File: src/hdl/assert_macros.svh
// assertion macros for the rtl files
`ifndef ASSERT_MACROS_SVH
`define ASSERT_MACROS_SVH

// implication checked on every rising edge outside reset
`define CHK_ALWAYS(label, prop, msg) \
    label: assert property (@(posedge i_clk) disable iff (!i_rst_n) (prop)) \
        else $error(msg);

// condition that must hold in the cycle after a trigger
`define CHK_NEXT(label, trig, cond, msg) \
    label: assert property (@(posedge i_clk) disable iff (!i_rst_n) \
        (trig) |=> (cond)) else $error(msg);

`endif

File: src/hdl/rilex_pkg.sv
// package with types and constants for the radix integer lexer
package rilex_pkg;

    // number base codes
    typedef enum logic [1:0] {
        RADIX_OCT   = 2'd0,
        RADIX_DEC   = 2'd1,
        RADIX_HEX   = 2'd2,
        RADIX_UNSET = 2'd3
    } t_radix;

    // parse phase of the number in progress
    typedef enum logic [1:0] {
        PH_SIGN       = 2'd0,
        PH_PREFIX     = 2'd1,
        PH_AFTER_ZERO = 2'd2,
        PH_DIGITS     = 2'd3
    } t_phase;

    localparam int VALUE_W = 64;
    localparam int CHAR_W  = 8;
    localparam int OUT_W   = VALUE_W + CHAR_W;

    // ascii codes
    localparam logic [CHAR_W-1:0] CH_PLUS  = 8'h2B;
    localparam logic [CHAR_W-1:0] CH_MINUS = 8'h2D;
    localparam logic [CHAR_W-1:0] CH_0     = 8'h30;
    localparam logic [CHAR_W-1:0] CH_7     = 8'h37;
    localparam logic [CHAR_W-1:0] CH_9     = 8'h39;
    localparam logic [CHAR_W-1:0] CH_UA    = 8'h41;
    localparam logic [CHAR_W-1:0] CH_UF    = 8'h46;
    localparam logic [CHAR_W-1:0] CH_UX    = 8'h58;
    localparam logic [CHAR_W-1:0] CH_LA    = 8'h61;
    localparam logic [CHAR_W-1:0] CH_LF    = 8'h66;
    localparam logic [CHAR_W-1:0] CH_LX    = 8'h78;
    localparam logic [CHAR_W-1:0] LETTER_BASE = 8'd10;

endpackage

File: src/hdl/radix_integer_lexer_top.sv
// Radix integer lexer: ascii characters in, one signed 64-bit value per number out.
// A result is registered after the item that ends the number passes the input register.
// Throughput: one item per cycle unless a result waits for the output, with the
// accumulator update (shift-add of one digit) ahead of the number state register.
// Reset (synchronous, active low) empties both registers, clears the number in
// progress and sets the radix to decimal.
`include "assert_macros.svh"

module radix_integer_lexer_top
    import rilex_pkg::*;
(
    input  logic                i_clk,
    input  logic                i_rst_n,
    // configuration: radix_mode
    input  logic                i_cfg_wr_en,
    input  logic [1:0]          i_cfg_wr_data,
    // input items
    input  logic                s_axis_tvalid,
    output logic                s_axis_tready,
    input  logic [CHAR_W-1:0]   s_axis_tdata,   // [7:0] char_in
    input  logic                s_axis_tuser,   // [0] end_of_text
    // result items
    output logic                m_axis_tvalid,
    input  logic                m_axis_tready,
    output logic [OUT_W-1:0]    m_axis_tdata,   // [63:0] value, [71:64] stop_char
    output logic                m_axis_tuser    // [0] ended_by_marker
);

    // registers
    logic                r_in_valid;
    logic [CHAR_W-1:0]   r_in_char;
    logic                r_in_eot;
    t_radix              r_radix;
    t_phase              r_phase, n_phase;
    logic [VALUE_W-1:0]  r_acc, n_acc;
    logic                r_neg, n_neg;
    logic                r_out_valid;
    logic [VALUE_W-1:0]  r_out_value, n_out_value;
    logic [CHAR_W-1:0]   r_out_stop, n_out_stop;
    logic                r_out_marker;

    // combinational
    t_radix              w_radix;
    logic                w_is_digit;
    logic [3:0]          w_digit;
    logic                w_try_digit;
    logic                w_set_neg;
    logic                w_emit;
    logic                w_out_free;
    logic                w_advance;
    logic [VALUE_W-1:0]  w_acc_digit;

    // unset radix behaves as decimal
    assign w_radix = (r_radix == RADIX_UNSET) ? RADIX_DEC : r_radix;

    // digit decode for the current radix
    always_comb begin
        w_is_digit = 1'b0;
        w_digit    = 4'd0;
        case (w_radix)
            RADIX_OCT: begin
                if (r_in_char inside {[CH_0:CH_7]}) begin
                    w_is_digit = 1'b1;
                    w_digit    = 4'(r_in_char - CH_0);
                end
            end
            RADIX_HEX: begin
                if (r_in_char inside {[CH_0:CH_9]}) begin
                    w_is_digit = 1'b1;
                    w_digit    = 4'(r_in_char - CH_0);
                end else if (r_in_char inside {[CH_LA:CH_LF]}) begin
                    w_is_digit = 1'b1;
                    w_digit    = 4'(r_in_char - CH_LA + LETTER_BASE);
                end else if (r_in_char inside {[CH_UA:CH_UF]}) begin
                    w_is_digit = 1'b1;
                    w_digit    = 4'(r_in_char - CH_UA + LETTER_BASE);
                end
            end
            default: begin
                if (r_in_char inside {[CH_0:CH_9]}) begin
                    w_is_digit = 1'b1;
                    w_digit    = 4'(r_in_char - CH_0);
                end
            end
        endcase
    end

    // accumulator with one more digit
    always_comb begin
        case (w_radix)
            RADIX_OCT: w_acc_digit = (r_acc << 3) + VALUE_W'(w_digit);
            RADIX_HEX: w_acc_digit = (r_acc << 4) + VALUE_W'(w_digit);
            default:   w_acc_digit = (r_acc << 3) + (r_acc << 1) + VALUE_W'(w_digit);
        endcase
    end

    // next phase
    always_comb begin
        n_phase     = r_phase;
        w_try_digit = 1'b0;
        w_set_neg   = 1'b0;
        case (r_phase)
            PH_SIGN: begin
                if (r_in_char == CH_MINUS) begin
                    w_set_neg = 1'b1;
                    n_phase   = PH_PREFIX;
                end else if (r_in_char == CH_PLUS) begin
                    n_phase = PH_PREFIX;
                end else if (w_radix == RADIX_HEX && r_in_char == CH_0) begin
                    n_phase = PH_AFTER_ZERO;
                end else begin
                    w_try_digit = 1'b1;
                end
            end
            PH_PREFIX: begin
                if (w_radix == RADIX_HEX && r_in_char == CH_0) begin
                    n_phase = PH_AFTER_ZERO;
                end else begin
                    w_try_digit = 1'b1;
                end
            end
            PH_AFTER_ZERO: begin
                if (w_radix == RADIX_HEX && (r_in_char == CH_LX || r_in_char == CH_UX)) begin
                    n_phase = PH_DIGITS;
                end else begin
                    w_try_digit = 1'b1;
                end
            end
            default: begin
                w_try_digit = 1'b1;
            end
        endcase
        if (w_try_digit && w_is_digit) begin
            n_phase = PH_DIGITS;
        end
        if (r_in_eot || (w_try_digit && !w_is_digit)) begin
            n_phase = PH_SIGN;
        end
    end

    // number ends on the marker or on a non-digit
    assign w_emit = r_in_eot || (w_try_digit && !w_is_digit);

    // accumulator, sign and result fields
    always_comb begin
        n_acc       = r_acc;
        n_neg       = r_neg;
        n_out_value = r_neg ? (VALUE_W'(0) - r_acc) : r_acc;
        n_out_stop  = r_in_eot ? CHAR_W'(0) : r_in_char;
        if (w_emit) begin
            n_acc = '0;
            n_neg = 1'b0;
        end else begin
            if (w_set_neg) begin
                n_neg = 1'b1;
            end
            if (w_try_digit) begin
                n_acc = w_acc_digit;
            end
        end
    end

    // handshake
    assign w_out_free    = !r_out_valid || m_axis_tready;
    assign w_advance     = r_in_valid && (!w_emit || w_out_free);
    assign s_axis_tready = !r_in_valid || w_advance;

    // input register
    always_ff @(posedge i_clk) begin
        if (!i_rst_n) begin
            r_in_valid <= 1'b0;
        end else if (s_axis_tready) begin
            r_in_valid <= s_axis_tvalid;
        end
        if (s_axis_tvalid && s_axis_tready) begin
            r_in_char <= s_axis_tdata;
            r_in_eot  <= s_axis_tuser;
        end
    end

    // configuration register
    always_ff @(posedge i_clk) begin
        if (!i_rst_n) begin
            r_radix <= RADIX_DEC;
        end else if (i_cfg_wr_en) begin
            r_radix <= t_radix'(i_cfg_wr_data);
        end
    end

    // number state
    always_ff @(posedge i_clk) begin
        if (!i_rst_n) begin
            r_phase <= PH_SIGN;
            r_acc   <= '0;
            r_neg   <= 1'b0;
        end else if (w_advance) begin
            r_phase <= n_phase;
            r_acc   <= n_acc;
            r_neg   <= n_neg;
        end
    end

    // result register
    always_ff @(posedge i_clk) begin
        if (!i_rst_n) begin
            r_out_valid <= 1'b0;
        end else if (w_advance && w_emit) begin
            r_out_valid <= 1'b1;
        end else if (m_axis_tready) begin
            r_out_valid <= 1'b0;
        end
        if (w_advance && w_emit) begin
            r_out_value  <= n_out_value;
            r_out_stop   <= n_out_stop;
            r_out_marker <= r_in_eot;
        end
    end

    assign m_axis_tvalid = r_out_valid;
    assign m_axis_tdata  = {r_out_stop, r_out_value};
    assign m_axis_tuser  = r_out_marker;

    // checks
    `CHK_NEXT(a_clear_after_emit, w_advance && w_emit,
        r_phase == PH_SIGN && r_acc == '0 && !r_neg,
        "number state not cleared after a result")
    `CHK_ALWAYS(a_marker_stop_zero, m_axis_tvalid && m_axis_tuser |->
        m_axis_tdata[OUT_W-1:VALUE_W] == '0,
        "marker result carries a stop character")
    `CHK_ALWAYS(a_stall_only_on_full, !s_axis_tready |-> r_in_valid && r_out_valid,
        "input stalled without a pending result")

endmodule
File: config.mk
export PLATFORM = sky130hd
export DESIGN_NAME = radix_integer_lexer_top
export DESIGN_NICKNAME = d
export VERILOG_FILES = /design/src/hdl/rilex_pkg.sv /design/src/hdl/radix_integer_lexer_top.sv
export VERILOG_INCLUDE_DIRS = /design/src /design/src/hdl
export SDC_FILE = /design/constraint.sdc
export NUM_CORES = 1
export LEC_CHECK = 0
export BUFFER_PORTS_ARGS = -buffer_cell sky130_fd_sc_hd__buf_4
export CAP_MARGIN = 20
export CORE_MARGIN = 5
export CORE_UTILIZATION = 60
export CTS_BUF_LIST = sky130_fd_sc_hd__clkbuf_16
export DETAILED_ROUTE_END_ITERATION = 7
export PLACE_DENSITY = 0.79
export SYNTH_ARGS = -nofsm -noshare
export SYNTH_HDL_FRONTEND = slang
export SYNTH_SLANG_ARGS = --single-unit
File: constraint.sdc
create_clock -name i_clk -period 5.65 [get_ports i_clk]
set_input_delay 0.565 -clock i_clk [delete_from_list [all_inputs] [get_ports i_clk]]
set_output_delay 0.565 -clock i_clk [all_outputs]
set_load 0.02 [all_outputs]
==> results of run 1 <==
## metrics by stage
step,setup WS [ns],hold slack [ns],std cells
floorplan,0.855,0.424,1690
global placement,0.412,0.492,1966
detailed placement,0.155,0.514,1966
CTS,0.117,0.290,1998
global route,-0.145,0.286,2001
finish,0.210,0.295,2001
## state kept, by name, indices dropped and copies added, names as in the netlist
signal,cells
m_axis_tuser,1
m_axis_tvalid,1
r_acc,64
r_in_char,8
r_in_eot,1
r_in_valid,1
r_neg,1
r_out_stop,8
r_out_value,64
r_phase,2
r_radix,2
## worst max-delay path, delay by kind of cell, from the launching register on
family / cells / cell delay, ns
buf+inv: 3 / 0.37
compound gates: 13 / 2.74
flops: 1 / 0.49
fa+ha+maj: 4 / 1.12
simple gates: 4 / 0.56
## layer usage
| metal | wire, um | share of wire | GRT usage | vias up |
|---|---|---|---|---|
| li1 | - | - | - | 6299 |
| met1 | 17200 | 0.42 | 0.397 | 6285 |
| met5 | 0 | 0 | 0 | - |
| met4 | 1580 | 0.038 | 0.128 | 0 |
| met3 | 3330 | 0.081 | 0.0562 | 111 |
| met2 | 19100 | 0.46 | 0.515 | 631 |
## synth_stat cells (5+ instances only)
master / number / area (um^2)
sky130_fd_sc_hd__a211oi_1: 24 / 180
sky130_fd_sc_hd__a21o_1: 39 / 293
sky130_fd_sc_hd__a21oi_1: 145 / 726
sky130_fd_sc_hd__a221oi_1: 6 / 52.6
sky130_fd_sc_hd__a22oi_1: 23 / 173
sky130_fd_sc_hd__a31oi_1: 17 / 106
sky130_fd_sc_hd__and3_1: 13 / 81.3
sky130_fd_sc_hd__and4_1: 6 / 52.6
sky130_fd_sc_hd__buf_1: 6 / 22.5
sky130_fd_sc_hd__clkbuf_1: 120 / 450
sky130_fd_sc_hd__dfxtp_1: 71 / 1420
sky130_fd_sc_hd__edfxtp_1: 82 / 2460
sky130_fd_sc_hd__ha_1: 133 / 1660
sky130_fd_sc_hd__inv_1: 44 / 165
sky130_fd_sc_hd__mux2i_1: 15 / 150
sky130_fd_sc_hd__nand2_1: 195 / 732
sky130_fd_sc_hd__nand2b_1: 17 / 106
sky130_fd_sc_hd__nand3_1: 50 / 250
sky130_fd_sc_hd__nand4_1: 37 / 231
sky130_fd_sc_hd__nor2_1: 120 / 450
sky130_fd_sc_hd__nor2b_1: 13 / 81.3
sky130_fd_sc_hd__nor3_1: 35 / 175
sky130_fd_sc_hd__nor4_1: 22 / 138
sky130_fd_sc_hd__o211ai_1: 13 / 97.6
sky130_fd_sc_hd__o21a_1: 10 / 75.1
sky130_fd_sc_hd__o21ai_0: 118 / 591
sky130_fd_sc_hd__o21bai_1: 14 / 105
sky130_fd_sc_hd__o221ai_1: 17 / 149
sky130_fd_sc_hd__o22ai_1: 5 / 31.3
sky130_fd_sc_hd__o31ai_1: 21 / 158
sky130_fd_sc_hd__o41ai_1: 10 / 87.6
sky130_fd_sc_hd__or2_2: 5 / 31.3
sky130_fd_sc_hd__or3_1: 13 / 81.3
sky130_fd_sc_hd__or4_1: 9 / 67.6
sky130_fd_sc_hd__xnor2_1: 94 / 823
sky130_fd_sc_hd__xor2_1: 40 / 350
## power by group through the flow
stage	Combinational (mW)	Sequential, mW	Clock [mW]
after floorplan	0.105	1.27	0
final	0.222	1.22	1.16
after detailed placement	0.216	1.25	0
after global routing	0.237	1.23	1.21
after CTS	0.217	1.22	1.16
after global placement	0.213	1.25	0
## cell families after synthesis
group | after synthesis
AND/OR/NAND/NOR | 564
AO/OA/AOI/OAI | 512
buffers and inverters | 173
flip-flops | 153
adder cells (fa/ha/maj) | 135
XOR/XNOR | 134
multiplexers | 19
## worst min path at each step
stage / to
2_1_floorplan: m_axis_tuser$_DFFE_PP_
3_3_place_gp: r_phase[0]$_SDFFE_PN0P_
3_5_place_dp: r_phase[1]$_SDFFE_PN0P_
4_1_cts: r_in_char[4]$_DFFE_PP_
5_1_grt: r_in_char[3]$_DFFE_PP_
6_report: r_in_char[4]$_DFFE_PP_
## layout by cell type (no fill, tap or decap), types with 12 or more instances in the layout
| cell type | count |
|---|---|
| sky130_fd_sc_hd__nand4_1 | 37 |
| sky130_fd_sc_hd__a31oi_1 | 16 |
| sky130_fd_sc_hd__nand3_1 | 50 |
| sky130_fd_sc_hd__xnor2_1 | 94 |
| sky130_fd_sc_hd__and3_1 | 12 |
| sky130_fd_sc_hd__o221ai_1 | 16 |
| sky130_fd_sc_hd__nor3_1 | 35 |
| sky130_fd_sc_hd__o21bai_1 | 14 |
| sky130_fd_sc_hd__a22oi_1 | 23 |
| sky130_fd_sc_hd__nor2_1 | 120 |
| sky130_fd_sc_hd__nand2b_1 | 17 |
| sky130_fd_sc_hd__o211ai_1 | 13 |
| sky130_fd_sc_hd__o31ai_1 | 21 |
| sky130_fd_sc_hd__clkbuf_16 | 17 |
| sky130_fd_sc_hd__o21ai_0 | 117 |
| sky130_fd_sc_hd__nor2b_1 | 13 |
| sky130_fd_sc_hd__inv_1 | 44 |
| sky130_fd_sc_hd__or3_1 | 13 |
| sky130_fd_sc_hd__a21oi_1 | 145 |
| sky130_fd_sc_hd__a21o_1 | 39 |
| sky130_fd_sc_hd__mux2i_1 | 15 |
| sky130_fd_sc_hd__edfxtp_1 | 82 |
| sky130_fd_sc_hd__ha_1 | 133 |
| sky130_fd_sc_hd__nand2_1 | 195 |
| sky130_fd_sc_hd__xor2_1 | 40 |
| sky130_fd_sc_hd__a211oi_1 | 24 |
| sky130_fd_sc_hd__dfxtp_1 | 68 |
| sky130_fd_sc_hd__buf_4 | 122 |
| sky130_fd_sc_hd__nor4_1 | 22 |
## repair_timing
action                     4_1_cts  5_1_grt
setup buffers                    0        2
setup endpoints to repair        0       12
gates resized for setup          0        5
## final cells by class
cell class                      count  area share
Timing Repair Buffer              123      0.0626
Clock inverter                     15     0.00930
Inverter                           44      0.0110
Sequential cell                   153       0.258
Multi-Input combinational cell   1364       0.607
Tap cell                          285      0.0237
Clock buffer                       17      0.0282
==> results_tabular.tex, run 1 <==
\begin{tabular}{lr}
\hline
Metric & Value \\
\hline
\multicolumn{2}{l}{\textbf{Outcome}} \\
Status & complete, no violations \\
\multicolumn{2}{l}{\textbf{Routing}} \\
Avg Vias per Cell & 6.66 \\
Routed wire per std cell & 20.6 um \\
Remaining design rule violation count & 0 \\
Drt first pass iters & 6 \\
Iter 0 DRT Violations & 1359 \\
Final Routed Wirelength & 41.3 mm \\
Total number of vias & 13300 \\
ANT nets after route & 0 \\
\multicolumn{2}{l}{\textbf{Synth}} \\
Number of unique standard cell types used by synthesis & 79 \\
Share of synthesized cell area in and, or, nand and nor gates & 0.201 \\
Average cell area after synthesis & 8.08 um\^{}2 \\
Main combinational cell family by area after synthesis & compound AO/OA/AOI/OAI gates \\
Xor and xnor area share after synthesis & 0.0859 \\
Compound-gate portion of the synthesized area & 0.241 \\
Share of synthesized cell area in full adder, half adder and majority cells & 0.125 \\
Mapped cell area & 13700 um\^{}2 \\
Sequential area share after synthesis & 0.284 \\
Yosys Warn Count & 0 \\
Synth Register Bits & 153 \\
Multiplexer share of the synthesized area & 0.0143 \\
Gate count after technology mapping & 1690 \\
Syn\_nets & 1841 \\
Count of flip-flops with a built-in enable after synthesis & 82 \\
Post-synth ARST share & 0 \\
Prevailing post-synth register cell & sky130\_fd\_sc\_hd\_\_edfxtp\_1 \\
\multicolumn{2}{l}{\textbf{Worst setup path}} \\
Critical path arrival & 5.73 ns \\
Worst EP required & 5.94 ns \\
Type of destination of the critical path & register \\
FF-to-FF setup slack & 0.21 ns \\
Critical path origin & r\_in\_char[1]\$\_DFFE\_PP\_ \\
Critical register-to-register path endpoint & r\_acc[56]\$\_SDFFE\_PN0P\_ \\
Type of origin of the critical path & register \\
Worst reg2reg path startpoint & r\_in\_char[1]\$\_DFFE\_PP\_ \\
Worst r2r path cells & 24 \\
Worst setup path end & r\_acc[56]\$\_SDFFE\_PN0P\_ \\
Crit-path slowest cell & sky130\_fd\_sc\_hd\_\_edfxtp\_1 \\
Critical-path maximum fanout & 7 \\
Critical Path Max Stage Delay & 0.49 ns \\
Kind of critical path & reg2reg \\
List of cells traversed by the critical path & inv\_1 > ha\_1 > nand2b\_1 > o221ai\_4 > nor2\_1 > o21ai\_0 > o21ai\_0 > a211oi\_1 > a21oi\_1 > ha\_1 > ha\_1 > inv\_1 > fa\_1 > nand2b\_1 > a21oi\_1 > o211ai\_1 > a21boi\_1 > o211ai\_1 > a211oi\_1 > buf\_4 > o21ai\_0 > o21bai\_1 > nor4b\_1 > a2111oi\_1 \\
\multicolumn{2}{l}{\textbf{Hold path}} \\
Worst hold start & s\_axis\_tdata[4] \\
Cells on Worst Hold Path & 1 \\
Hold Crit Class & in2reg \\
\multicolumn{2}{l}{\textbf{Pwr}} \\
Sequential share of power & 0.470 \\
Switching part of the total & 0.275 \\
Maximum vdd drop & 180 uV \\
Tot Pwr & 2.61 mW \\
Clock Power Share & 0.445 \\
Internal power & 1.89 mW \\
Total net switching power & 718 uW \\
Power density relative to cell area & 173 nW/um\^{}2 \\
Leakage & 6.40 nW \\
Combinational Power Share & 0.085 \\
\multicolumn{2}{l}{\textbf{Clocking}} \\
Buffer cell driving the clock tree root & sky130\_fd\_sc\_hd\_\_clkbuf\_16 \\
CTS buffer count & 17 \\
Clock-pin slew of the registers on the worst-case setup and hold paths & 0.07 ns \\
Clock latency reported for the late side of the worst-skew pair & 0.45 ns \\
TritonCTS clock tree & built \\
Number of hold buffers added after CTS & 0 \\
CTS H-tree lvls & 4 \\
Maximum root-to-sink buffer count & 2 \\
\# clock sinks & 153 \\
\multicolumn{2}{l}{\textbf{Final layout}} \\
Area of combinational cells with multiple inputs & 9160 um\^{}2 \\
Fin nets & 1854 \\
Share of the core filled with cells & 0.670 \\
FF/Latch Area & 3890 um\^{}2 \\
Layout Cell Area excl Fill & 15100 um\^{}2 \\
Antenna diodes & 0 \\
Fraction of layout instances using a drive strength above 1 & 0.106 \\
\# fillers & 1912 \\
Area delta synth->final & 10.4\% \\
\multicolumn{2}{l}{\textbf{Placed design}} \\
DP HPWL & 29.4 mm \\
Port Buf Inserts & 90 \\
Final Wtd Congestion & 1.04 \\
Placed inst area & 14400 um\^{}2 \\
\multicolumn{2}{l}{\textbf{Floorplan}} \\
Total Die Area & 25900 um\^{}2 \\
Boundary Pins & 91 \\
Die span in x & 161 um \\
Initial cell density of the core & 0.607 \\
Standard-cell row count & 55 \\
Core Region & 22500 um\^{}2 \\
Floorplan die height & 161 um \\
\multicolumn{2}{l}{\textbf{STA}} \\
Final critical-path required period & 5.44 ns \\
Final Slew Violations & 0 \\
Relative max-transition margin & 0.305 \\
Maximum achievable frequency & 184 MHz \\
Slew of the pin with the lowest slew margin & 1.04 ns \\
Portion of the clock cycle consumed by the worst path in the final layout & 0.963 \\
Unrepaired setup endpoints after global routing & yes \\
Max Clock Skew & 0.0126 ns \\
Final setup violating endpoints & 0 \\
Number of failing hold endpoints at the final stage & 0 \\
Final TNS setup & 0 ns \\
\multicolumn{2}{l}{\textbf{Global route}} \\
Pin count of the biggest net entering global routing & 75 \\
Number of global-route vias before repair & 12700 \\
Remaining global-route overflow & 0 \\
Initial antenna violation count & 0 \\
Global-route wire length before repair & 65.9 mm \\
Aggregate global-route resource usage & 0.309 \\
\multicolumn{2}{l}{\textbf{Flow run}} \\
Number of max-capacitance violations reported & 0 \\
\hline
\end{tabular}
Power figures use the tool's default switching activity.
==> run 2, diff against run 1 <==
--- a/config.mk
+++ b/config.mk
@@ -9,10 +9,9 @@
 export BUFFER_PORTS_ARGS = -buffer_cell sky130_fd_sc_hd__buf_4
 export CAP_MARGIN = 20
 export CORE_MARGIN = 5
-export CORE_UTILIZATION = 60
+export CORE_UTILIZATION = 45
 export CTS_BUF_LIST = sky130_fd_sc_hd__clkbuf_16
 export DETAILED_ROUTE_END_ITERATION = 7
-export PLACE_DENSITY = 0.79
 export SYNTH_ARGS = -nofsm -noshare
 export SYNTH_HDL_FRONTEND = slang
 export SYNTH_SLANG_ARGS = --single-unit
==> results_tabular.tex, run 2 (synthesis gave the netlist of run 1 again) <==
\begin{tabular}{lr}
\hline
Metric & Value \\
\hline
\multicolumn{2}{l}{\textbf{Floorplan}} \\
Die span in x & 184 um \\
Boundary Pins & 91 \\
Floorplan die height & 184 um \\
Core Region & 29800 um\^{}2 \\
Total Die Area & 33900 um\^{}2 \\
Standard-cell row count & 63 \\
Initial cell density of the core & 0.458 \\
\multicolumn{2}{l}{\textbf{Final layout}} \\
\# fillers & 2908 \\
Share of the core filled with cells & 0.514 \\
Area delta synth->final & 12.1\% \\
Largest registers & r\_acc (64), r\_out\_value (64) \\
Fin nets & 1866 \\
Leading cell type in the layout, fill and taps excluded & sky130\_fd\_sc\_hd\_\_nand2\_1 \\
Top library cells by usage in the layout, fill and taps aside & 195 x sky130\_fd\_sc\_hd\_\_nand2\_1, 143 x sky130\_fd\_sc\_hd\_\_a21oi\_1, 134 x sky130\_fd\_sc\_hd\_\_buf\_4 \\
Antenna diodes & 0 \\
Fraction of layout instances using a drive strength above 1 & 0.114 \\
\multicolumn{2}{l}{\textbf{Placed design}} \\
DP HPWL & 31.3 mm \\
Final Wtd Congestion & 0.926 \\
Port Buf Inserts & 90 \\
\multicolumn{2}{l}{\textbf{Global route}} \\
Number of global-route vias before repair & 12600 \\
Global-route wire length before repair & 69.0 mm \\
Initial antenna violation count & 0 \\
Pin count of the biggest net entering global routing & 75 \\
Aggregate global-route resource usage & 0.253 \\
Remaining global-route overflow & 0 \\
\multicolumn{2}{l}{\textbf{STA}} \\
Slew of the pin with the lowest slew margin & 0.921 ns \\
Number of failing hold endpoints at the final stage & 0 \\
Final hold slack & 0.286 ns \\
Final critical-path required period & 5.33 ns \\
Final setup violating endpoints & 0 \\
Relative max-transition margin & 0.378 \\
Final TNS setup & 0 ns \\
Portion of the clock cycle consumed by the worst path in the final layout & 0.944 \\
Unrepaired setup endpoints after global routing & yes \\
Final Slew Violations & 0 \\
Maximum achievable frequency & 187 MHz \\
Max Clock Skew & 0.0135 ns \\
\multicolumn{2}{l}{\textbf{Outcome}} \\
Status & complete, no violations \\
\multicolumn{2}{l}{\textbf{Pwr}} \\
Power density relative to cell area & 173 nW/um\^{}2 \\
Switching part of the total & 0.262 \\
Combinational Power Share & 0.088 \\
Sequential share of power & 0.460 \\
Tot Pwr & 2.65 mW \\
Internal power & 1.96 mW \\
Maximum vdd drop & 212 uV \\
Leakage & 6.47 nW \\
Total net switching power & 695 uW \\
Clock Power Share & 0.452 \\
\multicolumn{2}{l}{\textbf{Worst setup path}} \\
Type of destination of the critical path & register \\
Critical path arrival & 5.71 ns \\
Critical-path maximum fanout & 6 \\
Worst EP required & 6.03 ns \\
Type of origin of the critical path & register \\
Kind of critical path & reg2reg \\
\multicolumn{2}{l}{\textbf{Clocking}} \\
TritonCTS clock tree & built \\
Clock latency reported for the late side of the worst-skew pair & 0.45 ns \\
Buffer cell driving the clock tree root & sky130\_fd\_sc\_hd\_\_clkbuf\_16 \\
Number of hold buffers added after CTS & 0 \\
Maximum root-to-sink buffer count & 2 \\
Clock-pin slew of the registers on the worst-case setup and hold paths & 0.07 ns \\
CTS H-tree lvls & 4 \\
CTS buffer count & 17 \\
\# clock sinks & 153 \\
\multicolumn{2}{l}{\textbf{Hold path}} \\
Hold Crit Class & in2reg \\
\multicolumn{2}{l}{\textbf{Routing}} \\
Final Routed Wirelength & 43.1 mm \\
ANT nets after route & 0 \\
Remaining design rule violation count & 0 \\
Drt first pass iters & 5 \\
Routed wire per std cell & 20.3 um \\
Iter 0 DRT Violations & 1151 \\
Avg Vias per Cell & 6.20 \\
Total number of vias & 13100 \\
\multicolumn{2}{l}{\textbf{Flow run}} \\
Number of max-capacitance violations reported & 0 \\
\hline
\end{tabular}
run 2: cell count changes in the layout (fill, tap and decap cells not counted), moves of 2 or more:
cell | previous run | this run
sky130_fd_sc_hd__a21oi_2 | 0 | 2
sky130_fd_sc_hd__buf_4 | 122 | 134
sky130_fd_sc_hd__inv_8 | 2 | 0
sky130_fd_sc_hd__a21oi_1 | 145 | 143
run 2: final cells by class:
cell class,count,area (um^2),area share
multi-input combinational,1364,9160,0.598
clock buffer,18,450,0.0294
clock inverter,14,145,0.00947
tap,390,488,0.0319
timing repair buffer,135,1030,0.0670
inverter,44,165,0.0108
sequential,153,3890,0.254
run 2: per-stage QoR:
step | area [um^2] | setup slack [ns] | cells
after floorplan | 13700 | 0.855 | 1690
after detailed placement | 14600 | 0.230 | 2080
final | 15300 | 0.315 | 2118
after global routing | 15300 | -0.111 | 2118
after global placement | 14600 | 0.424 | 2080
after CTS | 15200 | 0.178 | 2112
run 2: repair_timing:
item | CTS | global route
setup endpoints to repair | 0 | 15
gates resized for setup | 0 | 4
setup buffers | 0 | 5
run 2: path summary, 6_finish.rpt:
kind                           start                       to  slack, ns  cells past startpoint
max           r_in_char[1]$_DFFE_PP_   r_acc[55]$_SDFFE_PN0P_       0.32                     19
min                  s_axis_tdata[0]   r_in_char[0]$_DFFE_PP_       0.29                      1
max reg2reg   r_in_char[1]$_DFFE_PP_   r_acc[55]$_SDFFE_PN0P_       0.32                     19
min reg2reg  r_phase[1]$_SDFFE_PN0P_  r_phase[1]$_SDFFE_PN0P_       0.53                      2
run 2: critical path, stage by stage (launching register included):
cell and delay, ns:
sky130_fd_sc_hd__edfxtp_1 0.47, sky130_fd_sc_hd__inv_1 0.17, sky130_fd_sc_hd__ha_1 0.24, sky130_fd_sc_hd__nand2b_1 0.14, sky130_fd_sc_hd__o221ai_2 0.16, sky130_fd_sc_hd__a311oi_1 0.30, sky130_fd_sc_hd__a21oi_1 0.09, sky130_fd_sc_hd__o22ai_1 0.24
sky130_fd_sc_hd__fa_1 0.49, sky130_fd_sc_hd__ha_1 0.33, sky130_fd_sc_hd__a211oi_1 0.30, sky130_fd_sc_hd__o21ai_0 0.21, sky130_fd_sc_hd__a21oi_1 0.32, sky130_fd_sc_hd__o31ai_1 0.20, sky130_fd_sc_hd__a41oi_1 0.58, sky130_fd_sc_hd__o21ai_0 0.26
sky130_fd_sc_hd__a21o_1 0.26, sky130_fd_sc_hd__a211oi_1 0.25, sky130_fd_sc_hd__a41oi_1 0.06, sky130_fd_sc_hd__o21ai_0 0.18
run 2: power groups by stage:
stage | clock network [mW] | logic (mW) | registers [mW]
2_1_floorplan | 0 | 0.105 | 1.27
3_3_place_gp | 0 | 0.224 | 1.24
3_5_place_dp | 0 | 0.226 | 1.24
4_1_cts | 1.22 | 0.226 | 1.22
5_1_grt | 1.26 | 0.249 | 1.22
6_report | 1.20 | 0.232 | 1.22
run 2: routing by layer:
| layer | vias to the layer above | global-route usage | share of wire |
|---|---|---|---|
| met1 | 6243 | 0.341 | 0.44 |
| met2 | 504 | 0.410 | 0.46 |
| met3 | 81 | 0.0375 | 0.062 |
| met4 | 0 | 0.0979 | 0.036 |
| li1 | 6304 | - | - |
| met5 | - | 0 | 0 |
==> run 3, diff against run 2 <==
--- a/config.mk
+++ b/config.mk
@@ -8,10 +8,13 @@
 export LEC_CHECK = 0
 export BUFFER_PORTS_ARGS = -buffer_cell sky130_fd_sc_hd__buf_4
 export CAP_MARGIN = 20
+export CELL_PAD_IN_SITES_DETAIL_PLACEMENT = 2
+export CELL_PAD_IN_SITES_GLOBAL_PLACEMENT = 2
 export CORE_MARGIN = 5
-export CORE_UTILIZATION = 45
+export CORE_UTILIZATION = 38
 export CTS_BUF_LIST = sky130_fd_sc_hd__clkbuf_16
 export DETAILED_ROUTE_END_ITERATION = 7
+export PLACE_DENSITY_LB_ADDON = 0.1
 export SYNTH_ARGS = -nofsm -noshare
 export SYNTH_HDL_FRONTEND = slang
 export SYNTH_SLANG_ARGS = --single-unit
==> results_tabular.tex, run 3 (synthesis gave the netlist of run 1 again) <==
\begin{tabular}{lr}
\hline
Metric & Value \\
\hline
\multicolumn{2}{l}{\textbf{Routing}} \\
Drt first pass iters & 5 \\
Routed wire per std cell & 25.8 um \\
Total number of vias & 13600 \\
Met3 routed wirelength & 1.98 mm \\
Top layer in use & met4 \\
Avg Vias per Cell & 6.25 \\
ANT nets after route & 0 \\
Metal2 WL & 27.5 mm \\
Remaining design rule violation count & 0 \\
Iter 0 DRT Violations & 747 \\
Final Routed Wirelength & 56.2 mm \\
M1 wire length & 25.0 mm \\
\multicolumn{2}{l}{\textbf{Floorplan}} \\
Standard-cell row count & 69 \\
Boundary Pins & 91 \\
Initial cell density of the core & 0.384 \\
Core Region & 35600 um\^{}2 \\
Die span in x & 200 um \\
Total Die Area & 39800 um\^{}2 \\
Floorplan die height & 200 um \\
\multicolumn{2}{l}{\textbf{Worst setup path}} \\
Crit-path slowest cell & sky130\_fd\_sc\_hd\_\_edfxtp\_1 \\
Critical register-to-register path endpoint & r\_acc[56]\$\_SDFFE\_PN0P\_ \\
List of cells traversed by the critical path & inv\_1 > ha\_1 > nand2b\_1 > o221ai\_4 > nor2\_1 > o21ai\_0 > o21ai\_0 > a211oi\_1 > a21oi\_1 > ha\_1 > ha\_1 > inv\_1 > fa\_1 > nand2b\_1 > a21oi\_2 > o211ai\_1 > a21boi\_0 > buf\_4 > o211ai\_1 > a211oi\_2 > o21ai\_0 > o21bai\_1 > nor4b\_1 > a2111oi\_1 \\
Critical-path maximum fanout & 6 \\
Worst EP required & 5.97 ns \\
Critical path arrival & 5.72 ns \\
Kind of critical path & reg2reg \\
Type of destination of the critical path & register \\
Cell family with the largest share of critical-path delay & compound AO/OA/AOI/OAI gates \\
Critical Path Max Stage Delay & 0.43 ns \\
Number of cells on the critical path & 24 \\
Worst r2r path cells & 24 \\
Count of buffering cells on the critical path with inverters included & 3 \\
FF-to-FF setup slack & 0.25 ns \\
Type of origin of the critical path & register \\
Worst reg2reg path startpoint & r\_in\_char[1]\$\_DFFE\_PP\_ \\
Worst setup path end & r\_acc[56]\$\_SDFFE\_PN0P\_ \\
Critical path origin & r\_in\_char[1]\$\_DFFE\_PP\_ \\
\multicolumn{2}{l}{\textbf{STA}} \\
Final Slew Violations & 0 \\
Final critical-path required period & 5.40 ns \\
Max Clock Skew & 0.0175 ns \\
Number of failing hold endpoints at the final stage & 0 \\
Relative max-transition margin & 0.268 \\
Maximum achievable frequency & 185 MHz \\
Slew of the pin with the lowest slew margin & 1.09 ns \\
Final setup violating endpoints & 0 \\
Portion of the clock cycle consumed by the worst path in the final layout & 0.956 \\
\multicolumn{2}{l}{\textbf{Pwr}} \\
Switching part of the total & 0.278 \\
Power density relative to cell area & 170 nW/um\^{}2 \\
Maximum vdd drop & 209 uV \\
Internal power & 1.88 mW \\
Combinational Power Share & 0.095 \\
Leakage & 6.41 nW \\
Total net switching power & 723 uW \\
Sequential share of power & 0.470 \\
Tot Pwr & 2.60 mW \\
Clock Power Share & 0.434 \\
\multicolumn{2}{l}{\textbf{Final layout}} \\
Antenna diodes & 0 \\
Largest registers & r\_acc (64), r\_out\_value (64) \\
Area delta synth->final & 12.3\% \\
Fin nets & 1859 \\
Top library cells by usage in the layout, fill and taps aside & 195 x sky130\_fd\_sc\_hd\_\_nand2\_1, 143 x sky130\_fd\_sc\_hd\_\_a21oi\_1, 133 x sky130\_fd\_sc\_hd\_\_ha\_1 \\
Fraction of layout instances using a drive strength above 1 & 0.109 \\
Leading cell type in the layout, fill and taps excluded & sky130\_fd\_sc\_hd\_\_nand2\_1 \\
Filler-free cell count of the finished design & 2182 \\
\multicolumn{2}{l}{\textbf{Placed design}} \\
Port Buf Inserts & 90 \\
Final Wtd Congestion & 0.875 \\
DP HPWL & 41.0 mm \\
Placed instance count & 2149 \\
\multicolumn{2}{l}{\textbf{Clocking}} \\
Number of hold buffers added after CTS & 0 \\
TritonCTS clock tree & built \\
CTS H-tree lvls & 4 \\
Maximum root-to-sink buffer count & 2 \\
Buffer cell driving the clock tree root & sky130\_fd\_sc\_hd\_\_clkbuf\_16 \\
Clock latency reported for the late side of the worst-skew pair & 0.46 ns \\
\# clock sinks & 153 \\
CTS buffer count & 17 \\
Clock-pin slew of the registers on the worst-case setup and hold paths & 0.07 ns \\
\multicolumn{2}{l}{\textbf{Hold path}} \\
Hold Crit Class & in2reg \\
\multicolumn{2}{l}{\textbf{Flow run}} \\
Number of max-capacitance violations reported & 0 \\
\multicolumn{2}{l}{\textbf{Outcome}} \\
Status & complete, no violations \\
\multicolumn{2}{l}{\textbf{Global route}} \\
Number of global-route vias before repair & 14800 \\
Remaining global-route overflow & 0 \\
Global-route wire length before repair & 86.2 mm \\
Pin count of the biggest net entering global routing & 75 \\
Aggregate global-route resource usage & 0.278 \\
Initial antenna violation count & 0 \\
\hline
\end{tabular}
## run 3: changes by cell type in the layout (fill, tap and decap cells not counted), sizes merged
cell and delta:
buf -7, bufinv -1, clkbuf -1, clkinv -3
clkinvlp +4, inv +1
## run 3: metrics by stage
stage	util	TNS (ns)	hold WS (ns)	worst slack, ns	cell area [um^2]
4_1_cts	0.429	0	0.266	0.0322	15300
3_3_place_gp	0.414	0	0.503	0.332	14700
6_report	0.431	0	0.282	0.250	15300
5_1_grt	0.431	-0.129	0.264	-0.129	15300
3_5_place_dp	0.414	-0.244	0.511	-0.244	14700
2_1_floorplan	-	0	0.424	0.855	13700
## run 3: routing by layer
layer	global-route usage	up-vias
met5	0	-
met4	0.0891	0
met3	0.0395	102
met2	0.482	290
met1	0.359	6951
li1	-	6285
## run 3: timing repair
item / 4_1_cts / 5_1_grt
pin swaps: 0 / 2
gates resized for setup: 2 / 7
gates cloned: 0 / 0
setup buffers: 0 / 0
setup endpoints to repair: 3 / 9
## run 3: how the worst min path moves through the flow
stage,cells after the start,end,slack [ns],from
CTS,1,r_in_char[2]$_DFFE_PP_,0.27,s_axis_tdata[2]
finish,1,r_in_char[2]$_DFFE_PP_,0.28,s_axis_tdata[2]
global placement,2,r_phase[0]$_SDFFE_PN0P_,0.50,r_phase[0]$_SDFFE_PN0P_
detailed placement,2,r_phase[0]$_SDFFE_PN0P_,0.51,r_phase[0]$_SDFFE_PN0P_
floorplan,0,m_axis_tuser$_DFFE_PP_,0.42,r_in_eot$_DFFE_PP_
global route,1,r_in_eot$_DFFE_PP_,0.26,s_axis_tuser
## run 3: final cells by class
class / count / area, um^2
flip-flops and latches: 153 / 3890
clock buffers: 17 / 425
multi-input cells: 1364 / 9180
fillers: 4068 / 20200
clock inverters: 15 / 116
repair buffers: 128 / 981
well taps: 461 / 577
inverters: 44 / 165
## run 3: power by group through the flow
| stage | sequential, mW | clock, mW | combinational, mW |
|---|---|---|---|
| 6_report | 1.22 | 1.13 | 0.248 |
| 5_1_grt | 1.23 | 1.20 | 0.263 |
| 4_1_cts | 1.22 | 1.15 | 0.245 |
| 3_5_place_dp | 1.25 | 0 | 0.242 |
| 3_3_place_gp | 1.25 | 0 | 0.235 |
| 2_1_floorplan | 1.27 | 0 | 0.105 |
